### config.mk
export PLATFORM = sky130hd
export DESIGN_NAME = partition_block_to_lba_mapper
export DESIGN_NICKNAME = d
export VERILOG_FILES = /design/src/pblm_pkg.sv /design/src/pblm_slot_table.sv /design/src/partition_block_to_lba_mapper.sv
export SDC_FILE = /design/constraint.sdc
export NUM_CORES = 2
export LEC_CHECK = 0
export ABC_AREA = 0
export BUFFER_PORTS_ARGS = -buffer_cell sky130_fd_sc_hd__buf_2
export CAP_MARGIN = 40
export CORE_MARGIN = 3
export CORE_UTILIZATION = 40
export CTS_CLUSTER_DIAMETER = 30
export DETAILED_ROUTE_END_ITERATION = 6
export SKIP_CTS_REPAIR_TIMING = 1
export SLEW_MARGIN = 20
export SYNTH_ARGS = -nofsm -noshare
export SYNTH_HDL_FRONTEND = slang
export SYNTH_MEMORY_MAX_BITS = 65536
export SYNTH_SLANG_ARGS = --single-unit
### constraint.sdc
create_clock -name clk -period 13.97 [get_ports clk]
set_input_delay 2.0955 -clock clk [delete_from_list [all_inputs] [get_ports clk]]
set_output_delay 2.0955 -clock clk [all_outputs]
set_load 0.05 [all_outputs]
### src/pblm_pkg.sv
// Shared constants, types and codes for the partition block-to-LBA mapper.
package pblm_pkg;

  // Table geometry and unit sizes.
  localparam int NUM_LOGICAL         = 64;
  localparam int BLOCK_BYTES         = 1024;
  localparam int SECTOR_BYTES        = 512;
  localparam int FIRST_LOGICAL_MINOR = 16;

  localparam int NSLOTS       = NUM_LOGICAL + 1;
  localparam int SLOT_W       = $clog2(NSLOTS);
  localparam int CNT_W        = $clog2(NSLOTS + 1);
  localparam int SECTOR_SHIFT = $clog2(SECTOR_BYTES);
  localparam int BLOCK_SHIFT  = $clog2(BLOCK_BYTES);

  // Field widths.
  localparam int FUNC_W   = 1;
  localparam int IDX_W    = 7;
  localparam int DATA_W   = 32;
  localparam int BLOCK_W  = 31;
  localparam int BYTES_W  = 20;
  localparam int DEV_W    = 7;
  localparam int OFF_W    = 41;
  localparam int LBA_W    = 28;
  localparam int SCNT_W   = 8;

  // Datapath widths for the region walk.
  localparam int SPAN_W = DATA_W + SECTOR_SHIFT;
  localparam int POS_W  = BLOCK_W + $clog2(BLOCK_BYTES + 1);
  localparam int END_W  = ((SPAN_W + SLOT_W + 1) > POS_W) ? (SPAN_W + SLOT_W + 1) : POS_W;

  // Function and status codes.
  localparam logic FUNC_TABLE_WRITE = 1'b0;
  localparam logic FUNC_LOOKUP      = 1'b1;
  localparam logic STATUS_OK        = 1'b0;
  localparam logic STATUS_NOT_FOUND = 1'b1;

  // Device number reported for the primary slot.
  localparam int PRIMARY_DEVICE = 1;

  // Sequencer states.
  typedef enum logic [2:0] {
    ST_IDLE,
    ST_WALK,
    ST_OFFSET,
    ST_LBA,
    ST_RESULT
  } state_t;

  // Write request into the slot table.
  typedef struct packed {
    logic              en;
    logic [SLOT_W-1:0] addr;
    logic [DATA_W-1:0] base;
    logic [DATA_W-1:0] size;
  } slot_wr_t;

  // One slot as read back from the table.
  typedef struct packed {
    logic [DATA_W-1:0] base;
    logic [DATA_W-1:0] size;
  } slot_data_t;

endpackage

### src/pblm_slot_table.sv
// Partition slot table: base and size memories with per-entry valid bits.
module pblm_slot_table (
  input  logic                       clk,
  input  logic                       rst_n,
  input  pblm_pkg::slot_wr_t         wr,
  input  logic                       rd_en,
  input  logic [pblm_pkg::SLOT_W-1:0] rd_addr,
  output pblm_pkg::slot_data_t       rd_data
);

  logic [pblm_pkg::DATA_W-1:0] base_mem [pblm_pkg::NSLOTS];
  logic [pblm_pkg::DATA_W-1:0] size_mem [pblm_pkg::NSLOTS];
  logic [pblm_pkg::NSLOTS-1:0] vld_r;
  logic [pblm_pkg::DATA_W-1:0] base_q_r;
  logic [pblm_pkg::DATA_W-1:0] size_q_r;
  logic                        vld_q_r;

  // Memory write port.
  always_ff @(posedge clk) begin
    if (wr.en) begin
      base_mem[wr.addr] <= wr.base;
      size_mem[wr.addr] <= wr.size;
    end
  end

  // Valid bits: an entry never written reads as zero.
  always_ff @(posedge clk) begin
    if (!rst_n) begin
      vld_r <= '0;
    end else if (wr.en) begin
      vld_r[wr.addr] <= 1'b1;
    end
  end

  // Registered read port.
  always_ff @(posedge clk) begin
    if (rd_en) begin
      base_q_r <= base_mem[rd_addr];
      size_q_r <= size_mem[rd_addr];
      vld_q_r  <= vld_r[rd_addr];
    end
  end

  assign rd_data.base = vld_q_r ? base_q_r : '0;
  assign rd_data.size = vld_q_r ? size_q_r : '0;

endmodule

### src/partition_block_to_lba_mapper.sv
// Partition block-to-LBA mapper top level: sequencer, region walk and result register.
// A table write goes from idle straight to the result state with an all-zero result.
// A lookup reads one table slot per cycle through a single adder and compare; a match
// on slot k goes through the offset and LBA states, a miss straight to the result state.
// The input stalls until the result is loaded into the output register.
// Synchronous active-low reset clears the sequencer, the output valid and all slot valid bits.
module partition_block_to_lba_mapper (
  input  logic                          clk,
  input  logic                          rst_n,
  input  logic                          in_valid,
  output logic                          in_stall,
  input  logic [pblm_pkg::FUNC_W-1:0]   in_func,
  input  logic [pblm_pkg::IDX_W-1:0]    in_slot_index,
  input  logic [pblm_pkg::DATA_W-1:0]   in_slot_base,
  input  logic [pblm_pkg::DATA_W-1:0]   in_slot_size,
  input  logic [pblm_pkg::BLOCK_W-1:0]  in_block_number,
  input  logic [pblm_pkg::BYTES_W-1:0]  in_byte_count,
  input  logic                          in_is_write,
  output logic                          out_valid,
  input  logic                          out_stall,
  output logic                          out_status,
  output logic [pblm_pkg::DEV_W-1:0]    out_device_number,
  output logic [pblm_pkg::OFF_W-1:0]    out_offset_bytes,
  output logic [pblm_pkg::LBA_W-1:0]    out_lba,
  output logic [pblm_pkg::SCNT_W-1:0]   out_sector_count,
  output logic                          out_command_is_write
);

  pblm_pkg::state_t state_r, state_nxt;

  // Walk control.
  logic [pblm_pkg::CNT_W-1:0]  rd_cnt_r, rd_cnt_nxt;
  logic                        dv_r, dv_nxt;
  logic [pblm_pkg::SLOT_W-1:0] dq_r, dq_nxt;
  logic                        rd_en;

  // Lookup operands and running region end.
  logic [pblm_pkg::POS_W-1:0]  pos_r, pos_nxt;
  logic [pblm_pkg::END_W-1:0]  end_r, end_nxt;
  logic [pblm_pkg::SLOT_W-1:0] hit_slot_r, hit_slot_nxt;
  logic [pblm_pkg::DATA_W-1:0] hit_base_r, hit_base_nxt;
  logic [pblm_pkg::SCNT_W-1:0] scnt_r, scnt_nxt;
  logic                        cmd_wr_r, cmd_wr_nxt;

  // Pending result.
  logic                        res_status_r, res_status_nxt;
  logic [pblm_pkg::DEV_W-1:0]  res_dev_r, res_dev_nxt;
  logic [pblm_pkg::OFF_W-1:0]  res_off_r, res_off_nxt;
  logic [pblm_pkg::LBA_W-1:0]  res_lba_r, res_lba_nxt;
  logic [pblm_pkg::SCNT_W-1:0] res_scnt_r, res_scnt_nxt;
  logic                        res_cmd_r, res_cmd_nxt;

  // Output register.
  logic                        out_valid_r, out_valid_nxt;
  logic                        out_load;
  logic                        out_status_r;
  logic [pblm_pkg::DEV_W-1:0]  out_dev_r;
  logic [pblm_pkg::OFF_W-1:0]  out_off_r;
  logic [pblm_pkg::LBA_W-1:0]  out_lba_r;
  logic [pblm_pkg::SCNT_W-1:0] out_scnt_r;
  logic                        out_cmd_r;

  pblm_pkg::slot_wr_t   tbl_wr;
  pblm_pkg::slot_data_t tbl_rd;

  logic in_accept;

  assign in_stall  = (state_r != pblm_pkg::ST_IDLE);
  assign in_accept = in_valid && !in_stall;

  // Table writes with an in-range slot index go straight to the memories when accepted.
  assign tbl_wr.en   = in_accept && (in_func == pblm_pkg::FUNC_TABLE_WRITE) &&
                       (int'(in_slot_index) < pblm_pkg::NSLOTS);
  assign tbl_wr.addr = in_slot_index[pblm_pkg::SLOT_W-1:0];
  assign tbl_wr.base = in_slot_base;
  assign tbl_wr.size = in_slot_size;

  pblm_slot_table u_table (
    .clk     (clk),
    .rst_n   (rst_n),
    .wr      (tbl_wr),
    .rd_en   (rd_en),
    .rd_addr (rd_cnt_r[pblm_pkg::SLOT_W-1:0]),
    .rd_data (tbl_rd)
  );

  // Sequencer: next state and datapath updates.
  always_comb begin
    logic [pblm_pkg::SPAN_W-1:0]  span;
    logic [pblm_pkg::END_W-1:0]   new_end;
    logic [pblm_pkg::END_W-1:0]   diff;
    logic [pblm_pkg::BYTES_W:0]   bytes_up;
    logic [pblm_pkg::DATA_W-1:0]  off_sectors;
    logic [pblm_pkg::DATA_W-1:0]  lba_sum;
    int                           dev_full;

    state_nxt      = state_r;
    rd_cnt_nxt     = rd_cnt_r;
    dv_nxt         = 1'b0;
    dq_nxt         = dq_r;
    rd_en          = 1'b0;
    pos_nxt        = pos_r;
    end_nxt        = end_r;
    hit_slot_nxt   = hit_slot_r;
    hit_base_nxt   = hit_base_r;
    scnt_nxt       = scnt_r;
    cmd_wr_nxt     = cmd_wr_r;
    res_status_nxt = res_status_r;
    res_dev_nxt    = res_dev_r;
    res_off_nxt    = res_off_r;
    res_lba_nxt    = res_lba_r;
    res_scnt_nxt   = res_scnt_r;
    res_cmd_nxt    = res_cmd_r;
    out_load       = 1'b0;

    span        = {tbl_rd.size, {pblm_pkg::SECTOR_SHIFT{1'b0}}};
    new_end     = end_r + pblm_pkg::END_W'(span);
    diff        = pblm_pkg::END_W'(pos_r) - end_r;
    bytes_up    = {1'b0, in_byte_count} + (pblm_pkg::BYTES_W+1)'(pblm_pkg::SECTOR_BYTES - 1);
    off_sectors = pblm_pkg::DATA_W'(res_off_r >> pblm_pkg::SECTOR_SHIFT);
    lba_sum     = hit_base_r + off_sectors;
    dev_full    = int'(hit_slot_r) + pblm_pkg::FIRST_LOGICAL_MINOR - 1;

    case (state_r)
      pblm_pkg::ST_IDLE: begin
        if (in_accept) begin
          if (in_func == pblm_pkg::FUNC_TABLE_WRITE) begin
            // Table write: the result is all zero.
            res_status_nxt = pblm_pkg::STATUS_OK;
            res_dev_nxt    = '0;
            res_off_nxt    = '0;
            res_lba_nxt    = '0;
            res_scnt_nxt   = '0;
            res_cmd_nxt    = 1'b0;
            state_nxt      = pblm_pkg::ST_RESULT;
          end else begin
            // Lookup: latch the byte position and request fields, start the walk.
            pos_nxt    = pblm_pkg::POS_W'(in_block_number) << pblm_pkg::BLOCK_SHIFT;
            scnt_nxt   = bytes_up[pblm_pkg::SECTOR_SHIFT +: pblm_pkg::SCNT_W];
            cmd_wr_nxt = in_is_write;
            end_nxt    = '0;
            rd_cnt_nxt = '0;
            state_nxt  = pblm_pkg::ST_WALK;
          end
        end
      end

      pblm_pkg::ST_WALK: begin
        // Issue one slot read per cycle.
        if (int'(rd_cnt_r) < pblm_pkg::NSLOTS) begin
          rd_en      = 1'b1;
          dv_nxt     = 1'b1;
          dq_nxt     = rd_cnt_r[pblm_pkg::SLOT_W-1:0];
          rd_cnt_nxt = rd_cnt_r + pblm_pkg::CNT_W'(1);
        end
        // Extend the running region end by the slot just read; an empty slot adds nothing
        // and cannot match because the position already lies at or past the old end.
        if (dv_r) begin
          end_nxt = new_end;
          if (pblm_pkg::END_W'(pos_r) < new_end) begin
            hit_slot_nxt = dq_r;
            hit_base_nxt = tbl_rd.base;
            end_nxt      = end_r;
            state_nxt    = pblm_pkg::ST_OFFSET;
          end else if (int'(dq_r) == pblm_pkg::NSLOTS - 1) begin
            res_status_nxt = pblm_pkg::STATUS_NOT_FOUND;
            res_dev_nxt    = '0;
            res_off_nxt    = '0;
            res_lba_nxt    = '0;
            res_scnt_nxt   = '0;
            res_cmd_nxt    = 1'b0;
            state_nxt      = pblm_pkg::ST_RESULT;
          end
        end
      end

      pblm_pkg::ST_OFFSET: begin
        // Offset inside the matched partition and its device number.
        res_status_nxt = pblm_pkg::STATUS_OK;
        res_off_nxt    = diff[pblm_pkg::OFF_W-1:0];
        if (hit_slot_r == '0) begin
          res_dev_nxt = pblm_pkg::DEV_W'(pblm_pkg::PRIMARY_DEVICE);
        end else begin
          res_dev_nxt = dev_full[pblm_pkg::DEV_W-1:0];
        end
        res_scnt_nxt = scnt_r;
        res_cmd_nxt  = cmd_wr_r;
        state_nxt    = pblm_pkg::ST_LBA;
      end

      pblm_pkg::ST_LBA: begin
        // Absolute sector is the partition base plus the offset in sectors.
        res_lba_nxt = lba_sum[pblm_pkg::LBA_W-1:0];
        state_nxt   = pblm_pkg::ST_RESULT;
      end

      pblm_pkg::ST_RESULT: begin
        // Hand the result over once the output register is free.
        if (!out_valid_r || !out_stall) begin
          out_load  = 1'b1;
          state_nxt = pblm_pkg::ST_IDLE;
        end
      end

      default: begin
        state_nxt = pblm_pkg::ST_IDLE;
      end
    endcase
  end

  // Output valid tracks loads and completed transactions.
  always_comb begin
    out_valid_nxt = out_valid_r;
    if (out_load) begin
      out_valid_nxt = 1'b1;
    end else if (out_valid_r && !out_stall) begin
      out_valid_nxt = 1'b0;
    end
  end

  // Control registers.
  always_ff @(posedge clk) begin
    if (!rst_n) begin
      state_r     <= pblm_pkg::ST_IDLE;
      dv_r        <= 1'b0;
      rd_cnt_r    <= '0;
      out_valid_r <= 1'b0;
    end else begin
      state_r     <= state_nxt;
      dv_r        <= dv_nxt;
      rd_cnt_r    <= rd_cnt_nxt;
      out_valid_r <= out_valid_nxt;
    end
  end

  // Datapath registers.
  always_ff @(posedge clk) begin
    dq_r         <= dq_nxt;
    pos_r        <= pos_nxt;
    end_r        <= end_nxt;
    hit_slot_r   <= hit_slot_nxt;
    hit_base_r   <= hit_base_nxt;
    scnt_r       <= scnt_nxt;
    cmd_wr_r     <= cmd_wr_nxt;
    res_status_r <= res_status_nxt;
    res_dev_r    <= res_dev_nxt;
    res_off_r    <= res_off_nxt;
    res_lba_r    <= res_lba_nxt;
    res_scnt_r   <= res_scnt_nxt;
    res_cmd_r    <= res_cmd_nxt;
  end

  // Output payload register.
  always_ff @(posedge clk) begin
    if (out_load) begin
      out_status_r <= res_status_r;
      out_dev_r    <= res_dev_r;
      out_off_r    <= res_off_r;
      out_lba_r    <= res_lba_r;
      out_scnt_r   <= res_scnt_r;
      out_cmd_r    <= res_cmd_r;
    end
  end

  assign out_valid            = out_valid_r;
  assign out_status           = out_status_r;
  assign out_device_number    = out_dev_r;
  assign out_offset_bytes     = out_off_r;
  assign out_lba              = out_lba_r;
  assign out_sector_count     = out_scnt_r;
  assign out_command_is_write = out_cmd_r;

endmodule

-- After elaboration in Yosys (flattened, before gate mapping)
Memory sizes are Yosys's and may differ from the RTL's. A register that Yosys moved wholly into a read port is not among the register bits.
Cells that the tools add are included.
Widths: inputs -> output; s select.
- mux-type cells: 64
- $lt $le $gt $ge: 6
- equality and inequality tests: 14
- reduce and logical (&&, ||, !) cells: 24
- $add $sub $neg: 7
- bitwise logic cells: 2
- operators by type and width (operator ; count):
    $mux 41 ; 5
    $mux 49 ; 4
    $mux 28 ; 5
    $pmux 41 s3 ; 1
    $pmux 49 s2 ; 1
    $pmux 28 s3 ; 1
    $or 65x65->65 ; 1
    $mux 7 ; 9
    $add 49x41->49 ; 1
    $lt 41x49->1 ; 1
    $sub 41x41->41 ; 1
    $mux 8 ; 5
    $mux 32 ; 1
    $add 28x28->28 ; 1
    $pmux 8 s3 ; 1
    $pmux 7 s3 ; 1
    $mux 1 ; 18
    $mux 3 ; 6
    $add 17x9->17 const B ; 1
    $lt 7x8->1 const B ; 2
    $ne 2x2->1 const B ; 8
    $pmux 3 s5 ; 1
    $lt 7x7->1 const B ; 2
    $pmux 7 s2 ; 1
    25 further kinds ; 39
- word-level logic and storage cells: 144
- bits of input ports: 128
- output and inout bits: 88
- memories kept: 2
- bits in writable memories: 4160
- bits in registers: 381
- memory list (memory ; words ; width ; rd ports ; clocked after Yosys merged registers in ; wr ports ; RTL line ; RTL):
    u_table.base_mem ; 65 ; 32 ; 1 ; 1 ; 1 ; pblm_slot_table.sv:11 ; logic [pblm_pkg::DATA_W-1:0] base_mem [pblm_pkg::NSLOTS];
    u_table.size_mem ; 65 ; 32 ; 1 ; 1 ; 1 ; pblm_slot_table.sv:12 ; logic [pblm_pkg::DATA_W-1:0] size_mem [pblm_pkg::NSLOTS];

-- Longest topological paths before layout
- depth in word-level cells: 7
- depth in mapped cells: 24

-- Cells and area by module
Synthesis repeated with hierarchy kept, for this count alone.
- cell total of the unflattened synthesis: 8547
- area total of the unflattened synthesis: 179982.6 um^2
- by module, submodules not included (module ; area an instance (um^2) ; instances ; cells an instance):
    pblm_slot_table ; 164766.8 ; 1 ; 7254
    partition_block_to_lba_mapper ; 15215.8 ; 1 ; 1293

-- Worst setup path before layout
OpenSTA, ideal clock, no wires.
- path kind: input port to flip-flop
- from: input in_slot_index[2] (netlist name)
- to: memory u_table.base_mem[0][0] (netlist name) (enable)
- required time: 13.415 ns
- path buffers: 2
- setup time: 0.555 ns
- stages: 5
- arrival time: 7.334 ns
- setup slack: 6.081 ns
- cell sequence: clkbuf_1 or3_1 clkbuf_1 or4_1 nor3_1
- longest elaborated chain between the ends: 4
- ends and longest elaborated chain (item ; RTL line ; RTL):
    start: declaration ; partition_block_to_lba_mapper.sv:13 ; input logic [pblm_pkg::IDX_W-1:0] in_slot_index,
    $lt 7x7->1 ; partition_block_to_lba_mapper.sv:73 ; (int'(in_slot_index) < pblm_pkg::NSLOTS);
    $logic_and 1x1->1 ; partition_block_to_lba_mapper.sv:72 ; assign tbl_wr.en = in_accept && (in_func == pblm_pkg::FUNC_TABLE_WRITE) &&
    $mux 1 ; pblm_slot_table.sv:20 ; if (wr.en) begin
    $mux 1 (not written as such) ; pblm_slot_table.sv:21 ; base_mem[wr.addr] <= wr.base;
    end: declaration ; pblm_slot_table.sv:11 ;
Several ways; a longest one is shown, not always the timed one.

-- Final worst setup path
- from: register u_table.vld_q_r
- to: register res_off_r[18] (netlist name) (enable)
- longest elaborated chain between the ends: 5
- ends and longest elaborated chain (item ; RTL line ; RTL):
    start: declaration ; pblm_slot_table.sv:16 ; logic vld_q_r;
    start signal: assignment ; pblm_slot_table.sv:40 ; vld_q_r <= vld_r[rd_addr];
    $mux 32 ; pblm_slot_table.sv:45 ; assign rd_data.size = vld_q_r ? size_q_r : '0;
    $add 49x41->49 ; partition_block_to_lba_mapper.sv:117 ; new_end = end_r + pblm_pkg::END_W'(span);
    $lt 41x49->1 ; partition_block_to_lba_mapper.sv:160 ; if (pblm_pkg::END_W'(pos_r) < new_end) begin
    $ne 2x2->1 (no source line) ; -- ;
    $reduce_and 6->1 (no source line) ; -- ;
    end signal: assignment ; partition_block_to_lba_mapper.sv:247 ; res_off_r <= res_off_nxt;
    end: declaration ; partition_block_to_lba_mapper.sv:48 ; logic [pblm_pkg::OFF_W-1:0] res_off_r, res_off_nxt;
Every way passes these cells.
A chain may end at the register's enable or synchronous reset.

==> impl_metrics.toml <==
[outcome]
status = "completed"

[final_layout]
nets = 8503
layout-drive-gt1-share_pct = 36.2
final_area_um2 = 206000
fillers = 32600
area_delta_synth_final_pct = 23.1

[sta]
fin_crit_ns = 6.93
rsz0062_at_grt = "false"
clock.fmax_mhz = 144
max_slew_margin_pct = 26.5
setup_viol = 0
final.setup.tns_ns = 0
final_hold_viol_count = 0
worstMarginPinSlew_ns = 1.10
timing.final.ws_setup_ns = 7.04
drv_slew = 0
fin_worst_skew_ns = 0.0791
finalCritPeriodShare_pct = 49.6

[synth]
syn-instance-count = 7287
synth_edf_count = 4237
ys_seq_area_share_pct = 76.8
async_flop_share_pct = 0
yosysWarnings = 0
synth_seq_cells = 4314
synthFlopType = "edfxtp_1"
ys_types = 71
netlist_area_um2 = 168000
synth.avg_cell_area_um2 = 23.0

[worst_hold_path]
min_path_type = "flip-flop to flip-flop"

[clock_network]
cts_tree = "done"
numClockSinks = 4314
cts_root_buf = "clkbuf_16"
clkLatencyLatePin_ns = 1.05
clockBufferDepth = 4
clk_pin_slew_worst_paths_ns = 0.05
cts-htree-levels = 6
cts_buffers = 785

[power]
p_per_area_nw_per_um2 = 168
power.leakage_uw = 0.0653
power_uw = 34600
ir_drop_v = 0.000135

[flow_run]
drv_cap = 0

[critical_path]
ff2ff_path_depth = 23
cpMaxStageDelayCell = "o21ai_1"
timing.rr.start = "u_table.vld_q_r"
worstPathArrival_ns = 7.62
start_kind = "flip-flop"
path_cells = "buf_4 -> nand2_1 -> fa_1 -> nand2b_1 -> a21oi_1 -> a21oi_1 -> o21ai_1 -> a31oi_1 -> o21a_1 -> o211ai_1 -> a21oi_1 -> xor2_1 -> ha_1 -> nand4_1 -> nor2_1 -> o2111ai_1 -> o21ai_0 -> a211oi_1 -> nor4b_1 -> clkdlybuf4s15_2 -> a311oi_1 -> nor2_4 -> buf_4"
endpoint = "res_off_r[18]"
startpoint = "u_table.vld_q_r"
critPathMaxStageDelay_ns = 0.48
timing.rr.end = "res_off_r[18]"
cp_data_required_time_ns = 14.66
crit_type = "flip-flop to flip-flop"
r2r_slack_ns = 7.04
path_max_fanout = 59
cpMostUsedCell = "a21oi_1"
end_kind = "flip-flop"

[route]
antenna_left = 0
routed_wirelength_um = 454000
drt_first_pass_iters = 6
wl_per_cell_um = 31.5
vias_per_cell = 5.78
first_iter_violations = 9939
drc_errors = 0
num_vias = 83400

[placed_design]
gp_congestion = 0.851
portBuffers = 199
placed_area_um2 = 179000
pre_cts_ws_ns = 7.03
post-dp-hpwl_um = 258000

[grt]
grt_max_degree = 137
overflow = 0
grt_first_pass_wirelength_um = 642000
grt_pass1_vias = 84900
grtUsageTotal_pct = 21.1
antenna_found_initial = 61

[floorplanning]
start_util_pct = 40.2
rows = 237
pin_count = 216
die_h_um = 653
die_area_um2 = 427000
die_x_um = 653
coreArea_um2 = 417000
-- worst max-delay path: cells and delay by family, from the launching register on --
family / cells / cell delay [ns]
flip-flops: 1 / 0.33
buffers and inverters: 3 / 1.21
adder cells (fa/ha/maj): 2 / 0.74
AND/OR/NAND/NOR: 6 / 1.49
XOR/XNOR: 1 / 0.18
AO/OA/AOI/OAI: 11 / 2.58
-- flip-flops by register name, summed over array words and instances, names as in the netlist, 3 cells and up --
register,cells
u_table.size_mem,2080
u_table.base_mem,1820
u_table.vld_r,65
end_r,40
out_offset_bytes,32
res_off_r,32
u_table.size_q_r,32
pos_r,31
hit_base_r,28
out_lba,28
res_lba_r,28
u_table.base_q_r,28
out_sector_count,8
res_scnt_r,8
scnt_r,8
dq_r,7
hit_slot_r,7
out_device_number,7
rd_cnt_r,7
res_dev_r,7
state_r,3
-- through the flow --
| stage | hold WS [ns] | utilization, % | cells |
|---|---|---|---|
| floorplan | 0.400 | - | 7295 |
| global placement | 0.403 | 42.3 | 12800 |
| detailed placement | 0.405 | 42.8 | 12900 |
| CTS | 0.414 | 49.4 | 14400 |
| global route | 0.420 | 49.5 | 14400 |
| finish | 0.411 | 49.5 | 14400 |
-- worst min path at each step --
stage	cells past startpoint	slack, ns	endpoint	start
after floorplan	0	0.40	out_command_is_write	res_cmd_r
after global placement	0	0.40	out_sector_count[1]	res_scnt_r[1]
after detailed placement	0	0.40	out_lba[23]	res_lba_r[23]
after CTS	0	0.41	out_lba[1]	res_lba_r[1]
after global routing	0	0.42	out_sector_count[6]	res_scnt_r[6]
final	0	0.41	out_lba[27]	res_lba_r[27]
-- cell families (layout without fill, tap and decap cells) --
group                    count (synthesis)  in the layout  synth area share, %
other                                    1             20              0.00224
XOR/XNOR                                88             88                0.460
AO/OA/AOI/OAI                          310            310                 1.18
AND/OR/NAND/NOR                        685            685                 1.91
buffers and inverters                  417           2049                 1.01
adder cells (fa/ha/maj)                127            127                0.962
flip-flops                            4314           4314                 76.8
multiplexers                          1345           1345                 17.6
-- Yosys cell counts (11+ instances only) --
cell / n / area [µm²]
a211oi_1: 11 / 82.6
a21o_1: 39 / 293
a21oi_1: 94 / 470
a31oi_1: 12 / 75.1
and2_1: 72 / 450
and3_1: 29 / 181
buf_1: 45 / 169
buf_2: 67 / 335
buf_4: 11 / 82.6
clkbuf_1: 226 / 848
dfxtp_1: 77 / 1540
edfxtp_1: 4237 / 127000
ha_1: 124 / 1550
inv_1: 66 / 248
mux2_2: 61 / 687
mux4_2: 1281 / 28900
nand2_1: 89 / 334
nand2b_1: 17 / 106
nand3_1: 24 / 120
nand4_1: 13 / 81.3
nor2_1: 343 / 1290
nor2b_1: 16 / 100
nor3_1: 34 / 170
o211ai_1: 12 / 90.1
o21a_1: 18 / 135
o21ai_0: 59 / 295
xnor2_1: 38 / 333
xor2_1: 50 / 438
-- layout make-up --
class | instances | area [µm²] | share of cell area (%)
flip-flops and latches | 4314 | 129000 | 62.4
multi-input cells | 2564 | 37700 | 18.3
clock buffers | 870 | 20100 | 9.73
clock inverters | 596 | 7280 | 3.53
well taps | 5497 | 6880 | 3.33
repair buffers | 516 | 5280 | 2.56
inverters | 67 | 251 | 0.122
diodes | 11 | 27.5 | 0.0133
-- cell usage in the layout, fill, tap and decap left out, drive strengths merged, types with 16 or more instances in the layout --
cell,instances
ha,124
nand2,89
bufinv,108
nand3,24
nor3,35
mux4,1281
and3,29
nor2,343
edfxtp,4237
dfxtp,77
mux2,61
clkbuf,870
o21a,18
xnor2,38
nand2b,17
xor2,50
o21ai,62
a21oi,94
buf,515
nor2b,16
clkinv,334
a21o,39
inv,136
and2,73
clkinvlp,85
-- power by group --
group          leakage [µW]  internal (µW)  switching, µW  total, µW
sequential           0.0388          14300           46.0      14400
clock                0.0131          12500           6690      19100
combinational        0.0134            416            682       1100
total                0.0653          27200           7420      34600
-- per-layer routing --
metal  GRT usage, %  vias up  wire [µm]
li1               -    33200          -
met4           5.78       26      11300
met3           3.90      751      37300
met2           34.4     4068     223000
met1           29.2    45300     182000
met5              0        -        158
Note: power is estimated with default switching activity, not from simulation.
